File: config.mk
export PLATFORM = sky130hd
export DESIGN_NAME = bus_frame_receiver
export DESIGN_NICKNAME = d
export VERILOG_FILES = /design/src/rtl/core/bfr_pkg.sv /design/src/rtl/core/bfr_ram.sv /design/src/rtl/core/bfr_front.sv /design/src/rtl/core/bfr_queue.sv /design/src/rtl/core/bfr_back.sv /design/src/rtl/core/bus_frame_receiver.sv
export SDC_FILE = /design/constraint.sdc
export NUM_CORES = 1
export LEC_CHECK = 0
export BUFFER_PORTS_ARGS = -buffer_cell sky130_fd_sc_hd__buf_2
export CAP_MARGIN = 20
export CORE_UTILIZATION = 45
export DETAILED_ROUTE_END_ITERATION = 10
export RECOVER_POWER = 50
export REMOVE_ABC_BUFFERS = 1
export SETUP_SLACK_MARGIN = 0.02
export SYNTH_ARGS = -nofsm -noshare
export SYNTH_HDL_FRONTEND = slang
export SYNTH_SLANG_ARGS = --single-unit
export TNS_END_PERCENT = 20
File: constraint.sdc
create_clock -name clk -period 8.3 [get_ports clk]
set_input_delay 0.83 -clock clk [delete_from_list [all_inputs] [get_ports clk]]
set_output_delay 0.83 -clock clk [all_outputs]
set_load 0.02 [all_outputs]
File: src/rtl/core/bfr_pkg.sv
`timescale 1ns / 1ps
`default_nettype none
// ----------------------------------------------------------------------------
// bfr_pkg
// Shared types and constants of the bus frame receiver.
// ----------------------------------------------------------------------------
package bfr_pkg;

    localparam logic       CMD_BYTE   = 1'b0;
    localparam logic       CMD_BREAK  = 1'b1;
    localparam logic [7:0] ADDR_RESET = 8'hF4;
    localparam logic [8:0] LEN_OFFSET = 9'd2;
    localparam logic [8:0] LEN_MIN    = 9'd3;
    localparam logic [7:0] XOR_GOOD   = 8'h00;

    typedef struct packed {
        logic       cmd;
        logic [7:0] rx_byte;
    } item_t;

    typedef struct packed {
        logic [7:0] frame_byte;
        logic [5:0] byte_position;
        logic       last_of_frame;
    } result_t;

endpackage
`default_nettype wire

File: src/rtl/core/bfr_ram.sv
`timescale 1ns / 1ps
`default_nettype none
// ----------------------------------------------------------------------------
// bfr_ram
// Simple dual-port RAM, one write and one registered read port.
// ----------------------------------------------------------------------------
module bfr_ram #(
    parameter int WIDTH = 8,
    parameter int DEPTH = 128
) (
    input  wire logic                     clk,
    input  wire logic                     we,
    input  wire logic [$clog2(DEPTH)-1:0] waddr,
    input  wire logic [WIDTH-1:0]         wdata,
    input  wire logic                     re,
    input  wire logic [$clog2(DEPTH)-1:0] raddr,
    output logic      [WIDTH-1:0]         rdata
);

    logic [WIDTH-1:0] mem [DEPTH];

    always_ff @(posedge clk)
    begin
        if (we)
        begin
            mem[waddr] <= wdata;
        end
        if (re)
        begin
            rdata <= mem[raddr];
        end
    end

endmodule
`default_nettype wire

File: src/rtl/core/bfr_front.sv
`timescale 1ns / 1ps
`default_nettype none
// ----------------------------------------------------------------------------
// bfr_front
// Takes bus events, checks address, length and checksum, writes frame bytes
// into the current store bank and posts each good frame to the replay queue.
// ----------------------------------------------------------------------------
module bfr_front #(
    parameter int BUFFER_DEPTH = 64
) (
    input  wire logic                            clk,
    input  wire logic                            rst_n,
    input  wire logic                            accept,
    input  wire bfr_pkg::item_t                  item,
    input  wire logic                            cfg_we,
    input  wire logic [7:0]                      cfg_data,
    output logic                                 ram_we,
    output logic [$clog2(BUFFER_DEPTH):0]        ram_waddr,
    output logic [7:0]                           ram_wdata,
    output logic                                 q_push,
    output logic                                 q_bank,
    output logic [$clog2(BUFFER_DEPTH+1)-1:0]    q_len
);

    localparam int AW = $clog2(BUFFER_DEPTH);
    localparam int CW = $clog2(BUFFER_DEPTH + 1);

    logic [7:0]    addr_reg;
    logic          armed_reg, armed_next;
    logic [CW-1:0] fill_reg, fill_next;
    logic [7:0]    xor_reg, xor_next;
    logic [CW-1:0] exp_reg, exp_next;
    logic          bank_reg, bank_next;

    logic [CW-1:0] fill_inc;
    logic [7:0]    xor_new;
    logic [8:0]    len_sum;
    logic          len_ok;
    logic          store;

    assign fill_inc  = fill_reg + CW'(1);
    assign xor_new   = xor_reg ^ item.rx_byte;
    assign len_sum   = {1'b0, item.rx_byte} + bfr_pkg::LEN_OFFSET;
    assign len_ok    = (len_sum >= bfr_pkg::LEN_MIN) && (len_sum <= 9'(BUFFER_DEPTH));
    assign store     = accept && (item.cmd == bfr_pkg::CMD_BYTE) && armed_reg
                       && !((fill_reg == '0) && (item.rx_byte != addr_reg))
                       && (fill_reg < CW'(BUFFER_DEPTH));

    assign ram_we    = store;
    assign ram_waddr = {bank_reg, fill_reg[AW-1:0]};
    assign ram_wdata = item.rx_byte;
    assign q_bank    = bank_reg;
    assign q_len     = fill_inc;

    always_comb
    begin
        armed_next = armed_reg;
        fill_next  = fill_reg;
        xor_next   = xor_reg;
        exp_next   = exp_reg;
        bank_next  = bank_reg;
        q_push     = 1'b0;
        if (accept)
        begin
            if (item.cmd == bfr_pkg::CMD_BREAK)
            begin
                armed_next = 1'b1;
                fill_next  = '0;
                xor_next   = '0;
            end
            else if (armed_reg)
            begin
                if (!store)
                begin
                    // wrong address or overrun: drop until the next break
                    armed_next = 1'b0;
                    fill_next  = '0;
                    xor_next   = '0;
                    exp_next   = '0;
                end
                else if (fill_inc == CW'(2))
                begin
                    if (len_ok)
                    begin
                        fill_next = fill_inc;
                        xor_next  = xor_new;
                        exp_next  = len_sum[CW-1:0];
                    end
                    else
                    begin
                        armed_next = 1'b0;
                        fill_next  = '0;
                        xor_next   = '0;
                        exp_next   = '0;
                    end
                end
                else if ((fill_inc >= CW'(3)) && (fill_inc == exp_reg))
                begin
                    fill_next = '0;
                    xor_next  = '0;
                    if (xor_new == bfr_pkg::XOR_GOOD)
                    begin
                        // hand the bank to the replay side, fill the other one
                        q_push    = 1'b1;
                        bank_next = ~bank_reg;
                    end
                    else
                    begin
                        armed_next = 1'b0;
                        exp_next   = '0;
                    end
                end
                else
                begin
                    fill_next = fill_inc;
                    xor_next  = xor_new;
                end
            end
        end
    end

    always_ff @(posedge clk or negedge rst_n)
    begin
        if (!rst_n)
        begin
            addr_reg  <= bfr_pkg::ADDR_RESET;
            armed_reg <= 1'b0;
            fill_reg  <= '0;
            xor_reg   <= '0;
            exp_reg   <= '0;
            bank_reg  <= 1'b0;
        end
        else
        begin
            if (cfg_we)
            begin
                addr_reg <= cfg_data;
            end
            armed_reg <= armed_next;
            fill_reg  <= fill_next;
            xor_reg   <= xor_next;
            exp_reg   <= exp_next;
            bank_reg  <= bank_next;
        end
    end

endmodule
`default_nettype wire

File: src/rtl/core/bfr_queue.sv
`timescale 1ns / 1ps
`default_nettype none
// ----------------------------------------------------------------------------
// bfr_queue
// Two-entry queue of completed frames (store bank and length) between the
// front and the replay side. An entry holds its bank until replay is done.
// ----------------------------------------------------------------------------
module bfr_queue #(
    parameter int LEN_W = 7
) (
    input  wire logic             clk,
    input  wire logic             rst_n,
    input  wire logic             q_push,
    input  wire logic             q_bank,
    input  wire logic [LEN_W-1:0] q_len,
    input  wire logic             q_pop,
    output logic                  head_valid,
    output logic                  head_bank,
    output logic [LEN_W-1:0]      head_len,
    output logic                  q_full
);

    logic             bank_reg [2];
    logic [LEN_W-1:0] len_reg  [2];
    logic             wr_ptr_reg, wr_ptr_next;
    logic             rd_ptr_reg, rd_ptr_next;
    logic [1:0]       count_reg, count_next;

    assign head_valid = (count_reg != 2'd0);
    assign q_full     = (count_reg == 2'd2);
    assign head_bank  = bank_reg[rd_ptr_reg];
    assign head_len   = len_reg[rd_ptr_reg];

    always_comb
    begin
        wr_ptr_next = wr_ptr_reg ^ q_push;
        rd_ptr_next = rd_ptr_reg ^ q_pop;
        count_next  = count_reg + {1'b0, q_push} - {1'b0, q_pop};
    end

    always_ff @(posedge clk)
    begin
        if (q_push)
        begin
            bank_reg[wr_ptr_reg] <= q_bank;
            len_reg[wr_ptr_reg]  <= q_len;
        end
    end

    always_ff @(posedge clk or negedge rst_n)
    begin
        if (!rst_n)
        begin
            wr_ptr_reg <= 1'b0;
            rd_ptr_reg <= 1'b0;
            count_reg  <= 2'd0;
        end
        else
        begin
            wr_ptr_reg <= wr_ptr_next;
            rd_ptr_reg <= rd_ptr_next;
            count_reg  <= count_next;
        end
    end

endmodule
`default_nettype wire

File: src/rtl/core/bfr_back.sv
`timescale 1ns / 1ps
`default_nettype none
// ----------------------------------------------------------------------------
// bfr_back
// Replays a completed frame from its store bank into the result register,
// address byte first, last byte marked.
// ----------------------------------------------------------------------------
module bfr_back #(
    parameter int BUFFER_DEPTH = 64
) (
    input  wire logic                               clk,
    input  wire logic                               rst_n,
    input  wire logic                               head_valid,
    input  wire logic                               head_bank,
    input  wire logic [$clog2(BUFFER_DEPTH+1)-1:0]  head_len,
    output logic                                    q_pop,
    output logic                                    rd_en,
    output logic [$clog2(BUFFER_DEPTH):0]           rd_addr,
    input  wire logic [7:0]                         rd_data,
    input  wire logic                               pop,
    output logic                                    empty,
    output bfr_pkg::result_t                        result
);

    localparam int AW = $clog2(BUFFER_DEPTH);
    localparam int CW = $clog2(BUFFER_DEPTH + 1);
    localparam int PW = (CW > 6) ? CW : 6;

    typedef enum logic [1:0] {
        ST_IDLE = 2'b01,
        ST_RUN  = 2'b10
    } state_t;

    state_t           state_reg, state_next;
    logic [CW-1:0]    pos_reg, pos_next;
    logic             pend_reg;
    logic [CW-1:0]    pend_pos_reg;
    logic             pend_last_reg;
    logic             out_valid_reg;
    bfr_pkg::result_t out_reg;

    logic             pop_acc;
    logic             is_last;
    logic [PW-1:0]    pos_wide;

    assign pop_acc  = pop && out_valid_reg;
    assign is_last  = ((pos_reg + CW'(1)) == head_len);
    assign rd_addr  = {head_bank, pos_reg[AW-1:0]};
    assign pos_wide = PW'(pend_pos_reg);
    assign empty    = !out_valid_reg;
    assign result   = out_reg;

    always_comb
    begin
        state_next = state_reg;
        pos_next   = pos_reg;
        rd_en      = 1'b0;
        q_pop      = 1'b0;
        unique case (state_reg)
            ST_IDLE:
            begin
                if (head_valid)
                begin
                    pos_next   = '0;
                    state_next = ST_RUN;
                end
            end
            ST_RUN:
            begin
                // one read in flight; issue only when the result slot frees up
                if (!pend_reg && (!out_valid_reg || pop_acc))
                begin
                    rd_en    = 1'b1;
                    pos_next = pos_reg + CW'(1);
                    if (is_last)
                    begin
                        q_pop      = 1'b1;
                        state_next = ST_IDLE;
                    end
                end
            end
            default:
            begin
                state_next = ST_IDLE;
            end
        endcase
    end

    always_ff @(posedge clk)
    begin
        if (rd_en)
        begin
            pend_pos_reg  <= pos_reg;
            pend_last_reg <= is_last;
        end
        if (pend_reg)
        begin
            out_reg.frame_byte    <= rd_data;
            out_reg.byte_position <= pos_wide[5:0];
            out_reg.last_of_frame <= pend_last_reg;
        end
    end

    always_ff @(posedge clk or negedge rst_n)
    begin
        if (!rst_n)
        begin
            state_reg     <= ST_IDLE;
            pos_reg       <= '0;
            pend_reg      <= 1'b0;
            out_valid_reg <= 1'b0;
        end
        else
        begin
            state_reg <= state_next;
            pos_reg   <= pos_next;
            pend_reg  <= rd_en;
            if (pend_reg)
            begin
                out_valid_reg <= 1'b1;
            end
            else if (pop_acc)
            begin
                out_valid_reg <= 1'b0;
            end
        end
    end

endmodule
`default_nettype wire

File: src/rtl/core/bus_frame_receiver.sv
`timescale 1ns / 1ps
`default_nettype none
// ----------------------------------------------------------------------------
// bus_frame_receiver
// Serial bus deframer with address match, length check and XOR checksum.
// ----------------------------------------------------------------------------
// Each event (byte or line break) is taken by the front while full is low;
// the front writes frame bytes into one of two store banks. A good frame is
// posted to a two-entry queue and replayed by the back: with pop held high,
// results are paced by the registered store read with one read in flight:
// a read waits for the last byte to reach the result slot. The front keeps
// taking events for the next frame in the other bank during replay; full is
// high while two good frames are held, i.e. until the older one's last byte is
// read from the store. The store is not cleared: only bytes of the frame
// being replayed are ever read.
module bus_frame_receiver #(
    parameter int BUFFER_DEPTH = 64
) (
    input  wire logic              clk,
    input  wire logic              rst_n,
    input  wire logic              push,
    output logic                   full,
    input  wire bfr_pkg::item_t    item,
    output logic                   empty,
    input  wire logic              pop,
    output bfr_pkg::result_t       result,
    input  wire logic              cfg_valid,
    output logic                   cfg_ready,
    input  wire logic [7:0]        cfg_data
);

    localparam int AW = $clog2(BUFFER_DEPTH);
    localparam int CW = $clog2(BUFFER_DEPTH + 1);

    logic          accept;
    logic          cfg_we;
    logic          ram_we;
    logic [AW:0]   ram_waddr;
    logic [7:0]    ram_wdata;
    logic          rd_en;
    logic [AW:0]   rd_addr;
    logic [7:0]    rd_data;
    logic          q_push;
    logic          q_bank;
    logic [CW-1:0] q_len;
    logic          q_pop;
    logic          q_full;
    logic          head_valid;
    logic          head_bank;
    logic [CW-1:0] head_len;

    assign cfg_ready = 1'b1;
    assign cfg_we    = cfg_valid && cfg_ready;
    assign full      = q_full;
    assign accept    = push && !full;

    bfr_front #(
        .BUFFER_DEPTH(BUFFER_DEPTH)
    ) u_front (
        .clk      (clk),
        .rst_n    (rst_n),
        .accept   (accept),
        .item     (item),
        .cfg_we   (cfg_we),
        .cfg_data (cfg_data),
        .ram_we   (ram_we),
        .ram_waddr(ram_waddr),
        .ram_wdata(ram_wdata),
        .q_push   (q_push),
        .q_bank   (q_bank),
        .q_len    (q_len)
    );

    bfr_ram #(
        .WIDTH(8),
        .DEPTH(2 << AW)
    ) u_store (
        .clk  (clk),
        .we   (ram_we),
        .waddr(ram_waddr),
        .wdata(ram_wdata),
        .re   (rd_en),
        .raddr(rd_addr),
        .rdata(rd_data)
    );

    bfr_queue #(
        .LEN_W(CW)
    ) u_queue (
        .clk       (clk),
        .rst_n     (rst_n),
        .q_push    (q_push),
        .q_bank    (q_bank),
        .q_len     (q_len),
        .q_pop     (q_pop),
        .head_valid(head_valid),
        .head_bank (head_bank),
        .head_len  (head_len),
        .q_full    (q_full)
    );

    bfr_back #(
        .BUFFER_DEPTH(BUFFER_DEPTH)
    ) u_back (
        .clk       (clk),
        .rst_n     (rst_n),
        .head_valid(head_valid),
        .head_bank (head_bank),
        .head_len  (head_len),
        .q_pop     (q_pop),
        .rd_en     (rd_en),
        .rd_addr   (rd_addr),
        .rd_data   (rd_data),
        .pop       (pop),
        .empty     (empty),
        .result    (result)
    );

    // front must never write the bank that is being replayed
    a_bank_split: assert property (@(posedge clk) disable iff (!rst_n)
        (ram_we && rd_en) |-> (ram_waddr[AW] != rd_addr[AW]))
        else $error("store write hit the bank under replay");

    a_no_overflow: assert property (@(posedge clk) disable iff (!rst_n)
        q_push |-> !q_full)
        else $error("frame posted to a full queue");

    a_pop_valid: assert property (@(posedge clk) disable iff (!rst_n)
        q_pop |-> head_valid)
        else $error("frame released from an empty queue");

endmodule
`default_nettype wire

==> results_dict.tcl, run 1 <==
set metrics [dict create \
    status "finished, violations left" \
    violations "design-rule violations, max-capacitance violations, max-slew violations" \
    required_ns 8.85 \
    worstHoldStart "cfg_data[6]" \
    synth_area_um2 44200 \
    crit_chain "clkbuf_1 > clkbuf_1 > nand4_1 > a21oi_1 > o21a_1 > o2111a_1 > or4_1 > nand2_4 > a221o_1" \
    cts_htree_levels 3 \
    cts_tree "built" \
    path_clk_slew_ns 0.06 \
    yosysSeqAreaShare 0.754 \
    numCtsBuffers 115 \
    slew_violations 607 \
    multi_input_comb_area_um2 10300 \
    area_delta_synth_final_pct 11.7 \
    skew_ns 0.0286 \
    worstPathArrival_ns 6.26 \
    grt_max_degree 131 \
    tns_ns 0 \
    cts_root_buffer "clkbuf_16" \
    portBuffers 38 \
    worstSetupStartpoint "item[2]" \
    cp_slowest_cell "clkbuf_1" \
    synth_top_area_share 0.727 \
    fin_crit_sh 0.687 \
    slowest_delay_ns 2.70 \
    avgViaCountPerCell 5.94 \
    via_count 20600 \
    period_needed_ns 5.70 \
    numClockSinks 1117 \
    register_area_um2 33300 \
    dp_hpwl_um 62100 \
    cts_resized 0 \
    dpl_cell_area_um2 45800 \
    antenna_found_initial 3 \
    clk_latency_ns 0.70 \
    nFillCells 7603 \
    max-slew-margin-rel -1.52 \
    cp_max_fo 63 \
    synth_top_cells_by_count "edfxtp_1, mux4_2, nor2_1" \
    hold_buffers 0 \
    synth_edf_count 1070 \
    yosysTopAreaCell "edfxtp_1" \
    synth.most_common_cell "edfxtp_1" \
    grt_remaining_overflow 0 \
    cp-start-kind "input pin" \
    ys_async_sr_fraction 0.0421 \
    wl_per_cell_um 29.6 \
    hold_class "in2reg" \
    core_um2 97000 \
    setup_violations 0 \
    drc 2 \
    r2r-start "u_back.pos_reg[0]$_DFFE_PN0P_" \
    drive_above_1_share 0.253 \
    path_common_cell "clkbuf_1" \
    first_pass_iters 11 \
    ir_worst_vdd_mv 0.165 \
    start_util 0.456 \
    drt_iter0_markers 2368 \
    rsz0062_at_grt "false" \
    power.density_nw_per_um2 266 \
    cap_violations 12 \
    rows 114 \
    ant_nets 0 \
    dieWidth_um 315 \
    diodes 0 \
    synth_area_leaders "edfxtp_1, mux4_2, dfrtp_1, nor2_1, xnor2_1" \
    grt_pass1_wl_um 151000 \
    synth_seq_cells 1117 \
    worstSetupEndpointType "register" \
    gp_congestion 0.814 \
    worstMarginPinSlew_ns 3.79 \
    synth.distinct_cells 59 \
    post_cts_buffers 0 \
    fmax_mhz 175 \
    synth-warning-count 0 \
    nets 2139 \
    io_pins 40 \
    synthCells 2037 \
    design_area_um2 49400 \
    synthFlopType "edfxtp_1" \
    cts_buffer_depth 3 \
    fp.dieH_um 315 \
    setup.worst_path.class "in2reg" \
    die_area_um2 99500 \
    syn_area_per_cell_um2 21.7 \
    routed_wl_um 103000 \
    grt_pass1_vias 21200 \
    gr-usage-all-layers 0.212 \
    largest_reg_flops 1024 \
    leakage_nw 15.0 \
    final_hold_viol_count 0 \
]
critical path: cells and delay by family:
| kind | cells | cell delay [ns] |
|---|---|---|
| AOI/OAI and AO/OA | 4 | 1.04 |
| buffers and inverters | 2 | 3.19 |
| and+or+nand+nor | 3 | 1.13 |
final timing paths:
kind	end	slack (ns)	cells after the start
hold reg to reg	u_back.result[4]$_DFFE_PP_	0.42	0
max in group asynchronous	u_back.pos_reg[1]$_DFFE_PN0P_	4.94	2
hold / removal	u_front.addr_reg[6]$_DFFE_PN1P_	0.38	2
setup / recovery	u_front.xor_reg[5]$_DFFE_PN0P_	2.60	9
setup reg to reg	u_store.rdata[2]$_DFFE_PP_	2.75	6
min in group asynchronous	u_front.addr_reg[3]$_DFFE_PN0P_	1.21	2
placed cells by master, fill, tap and decap left out, types with 9 or more instances in the layout:
| cell type | n |
|---|---|
| edfxtp_1 | 1070 |
| mux4_2 | 328 |
| nor2_1 | 144 |
| clkbuf_16 | 115 |
| clkbuf_1 | 50 |
| dfrtp_1 | 39 |
| nand2_1 | 34 |
| xnor2_1 | 30 |
| clkinv_2 | 29 |
| nand3_1 | 25 |
| mux2i_1 | 23 |
| clkinv_1 | 22 |
| inv_1 | 20 |
| buf_4 | 19 |
| a21oi_1 | 15 |
| buf_2 | 15 |
| nor2b_1 | 13 |
| ha_1 | 13 |
| nand2b_1 | 12 |
| a22oi_1 | 12 |
| bufinv_16 | 12 |
| xor2_1 | 10 |
| o21a_1 | 10 |
| a221o_1 | 9 |
metal layers:
layer  part of all wire  routed length [um]  up-vias  GRT usage
li1                   -                   -     8616          -
met1               0.42               42900    11100      0.299
met2               0.49               50300      794      0.341
met3              0.072                7420      151     0.0443
met4              0.022                2250        4     0.0505
met5            0.00029                  30        -          0
cell type report:
type,count,share of cell area
Tap cell,1276,0.0323
Clock inverter,75,0.0150
Sequential cell,1117,0.675
Inverter,21,0.00160
Clock buffer,136,0.0605
Multi-Input combinational cell,780,0.208
Timing Repair Buffer,69,0.00806
kinds of logic (layout without fill, tap and decap cells):
group / after synthesis / after routing / share of synthesized area
AO/OA/AOI/OAI: 99 / 99 / 0.0168
XOR/XNOR: 43 / 43 / 0.00946
adder cells (fa/ha/maj): 13 / 13 / 0.00368
buffers and inverters: 140 / 301 / 0.0141
flip-flops: 1117 / 1117 / 0.754
multiplexers: 360 / 360 / 0.175
other: 1 / 1 / 0.0000849
AND/OR/NAND/NOR: 264 / 264 / 0.0274
through the flow:
stage               hold slack (ns)  power [W]  instances  utilization  setup WS, ns
floorplan                     0.400    0.00798       1918            -         -4.43
global placement              0.403    0.00817       3263        0.472          4.05
detailed placement            0.406    0.00819       3263        0.472          4.01
CTS                           0.252     0.0132       3474        0.510          4.08
global route                  0.342     0.0135       3474        0.509          2.16
finish                        0.383     0.0131       3474        0.509          2.60
power by group:
group	internal (W)	leakage [nW]	switching (W)	total, W
logic	0.000771	2.89	0.000895	0.00167
registers	0.00628	10.2	0.000112	0.00639
clock network	0.00294	1.83	0.00213	0.00507
total	0.00999	15.0	0.00314	0.0131
(Power assumes the default switching activity.)
==> inputs of run 2 (changes only) <==
==> constraint.sdc (replaced) <==
create_clock -name clk -period 5.95 [get_ports clk]
set_input_delay 0.595 -clock clk [delete_from_list [all_inputs] [get_ports clk]]
set_output_delay 0.595 -clock clk [all_outputs]
set_load 0.02 [all_outputs]
==> run 2 against run 1 <==
The flow still finishes with violations (design-rule violations, max-capacitance violations, max-slew violations). Register-to-register slack worse by 0.87 ns. Die area is the same. Setup slack got worse by 1.4 ns. Sequential share of layout area shrank 0.37 points. Critical path type unchanged. Highest routed layer is now met4.
==> results_dict.tcl, run 2 (synthesized netlist as in run 1, its figures left out) <==
set metrics [dict create \
    status "finished, violations left" \
    violations "design-rule violations, max-capacitance violations, max-slew violations" \
    largest_reg_flops 1024 \
    via_count 20600 \
    grt_remaining_overflow 0 \
    final_cell_mix "edfxtp_1, mux4_2, nor2_1" \
    dp_hpwl_um 61600 \
    worstSetupEndpointType "register" \
    hold_class "in2reg" \
    setup.worst_path.class "in2reg" \
    first_pass_iters 9 \
    fp.dieH_um 315 \
    finalNonFillerCells 3472 \
    fin_util 0.512 \
    drive_above_1_share 0.259 \
    ant_nets 0 \
    cp_slowest_cell "clkbuf_1" \
    routed_wl_um 103000 \
    period_needed_ns 4.73 \
    numCtsBuffers 111 \
    setup_violations 0 \
    cts_htree_levels 3 \
    slew_violations 891 \
    die_area_um2 99500 \
    skew_ns 0.0240 \
    drt_iter0_markers 2279 \
    gr-usage-all-layers 0.211 \
    grt_pass1_wl_um 151000 \
    numClockSinks 1117 \
    final_common_cell "edfxtp_1" \
    wl_per_cell_um 29.5 \
    crit_chain "buf_4 > clkbuf_1 > ha_1 > xnor2_1 > a21oi_1 > o2111a_1 > or4_1 > a211oi_1 > a221o_1" \
    leakage_nw 15.1 \
    nets 2140 \
    required_ns 6.56 \
    worst_slack_ns 1.22 \
    rows 114 \
    cts_resized 0 \
    grt_pass1_vias 21300 \
    max-slew-margin-rel -2.06 \
    cap_violations 15 \
    portBuffers 38 \
    dp_cells 3268 \
    area_delta_synth_final_pct 12.4 \
    rsz0062_at_grt "false" \
    antenna_found_initial 4 \
    clk_latency_ns 0.69 \
    hold_path_depth 2 \
    hold_buffers 0 \
    fmax_mhz 211 \
    fin_crit_sh 0.796 \
    final_hold_viol_count 0 \
    start_util 0.456 \
    path_clk_slew_ns 0.06 \
    grt_max_degree 89 \
    ir_worst_vdd_mv 0.235 \
    cts_tree "built" \
    core_um2 97000 \
    cp-start-kind "input pin" \
    power.density_nw_per_um2 377 \
    io_pins 40 \
    worstPathArrival_ns 5.34 \
    worstRegToRegCells 7 \
    cp_max_fo 47 \
    tns_ns 0 \
    avgViaCountPerCell 5.93 \
    dp_worst_setup_slack_ns 1.77 \
    cts_root_buffer "clkbuf_16" \
    post_cts_buffers 0 \
    slowest_delay_ns 1.70 \
    dieWidth_um 315 \
    worstMarginPinSlew_ns 4.59 \
    drc 5 \
    cts_buffer_depth 3 \
    gp_congestion 0.795 \
    diodes 0 \
]
[run 2: stage by stage]
stage	hold slack [ns]	power [W]	cell area, um2
2_1_floorplan	0.299	0.0111	43600
3_3_place_gp	0.409	0.0114	45800
3_5_place_dp	0.406	0.0114	45800
4_1_cts	0.00702	0.0189	49800
5_1_grt	0.114	0.0193	49700
6_report	0.143	0.0187	49700
[run 2: layout make-up]
class                           instances  area, um2
Fill cell                            7575      47300
Multi-Input combinational cell        780      10300
Clock inverter                         71        986
Inverter                               21       78.8
Clock buffer                          133       2940
Timing Repair Buffer                   74        472
Sequential cell                      1117      33300
Tap cell                             1276       1600
[run 2: report_power, final]
group | switching [W] | leakage [nW] | internal [W]
sequential | 0.000176 | 10.2 | 0.00876
combinational | 0.00123 | 2.93 | 0.00108
clock | 0.00301 | 1.91 | 0.00449
[run 2: metal layers]
metal / share of wire / GRT usage / up-vias
met2: 0.48 / 0.332 / 773
met5: 0 / 0 / -
met4: 0.023 / 0.0580 / 0
met1: 0.42 / 0.305 / 11100
met3: 0.075 / 0.0403 / 127
li1: - / - / 8626
[run 2: worst max-delay path: cells and delay by family]
| kind | cells | cell delay [ns] |
|---|---|---|
| buffers and inverters | 2 | 2.11 |
| AOI/OAI and AO/OA | 4 | 0.87 |
| and+or+nand+nor | 1 | 0.89 |
| xor gates and xnor gates | 1 | 0.19 |
| adders and majority gates | 1 | 0.57 |
[run 2: path summary, 6_finish.rpt]
check,startpoint,end,slack [ns]
setup / recovery,item[2],u_front.xor_reg[0]$_DFFE_PN0P_,1.22
hold / removal,cfg_data[4],u_front.addr_reg[4]$_DFFE_PN1P_,0.14
setup reg to reg,u_front.fill_reg[3]$_DFFE_PN0P_,u_queue.len_reg[1][1]$_DFFE_PP_,1.88
hold reg to reg,u_back.pend_pos_reg[0]$_DFFE_PP_,u_back.result[1]$_DFFE_PP_,0.42
max in group asynchronous,rst_n,u_back.pos_reg[1]$_DFFE_PN0P_,3.02
min in group asynchronous,rst_n,u_front.addr_reg[1]$_DFFE_PN0P_,0.89
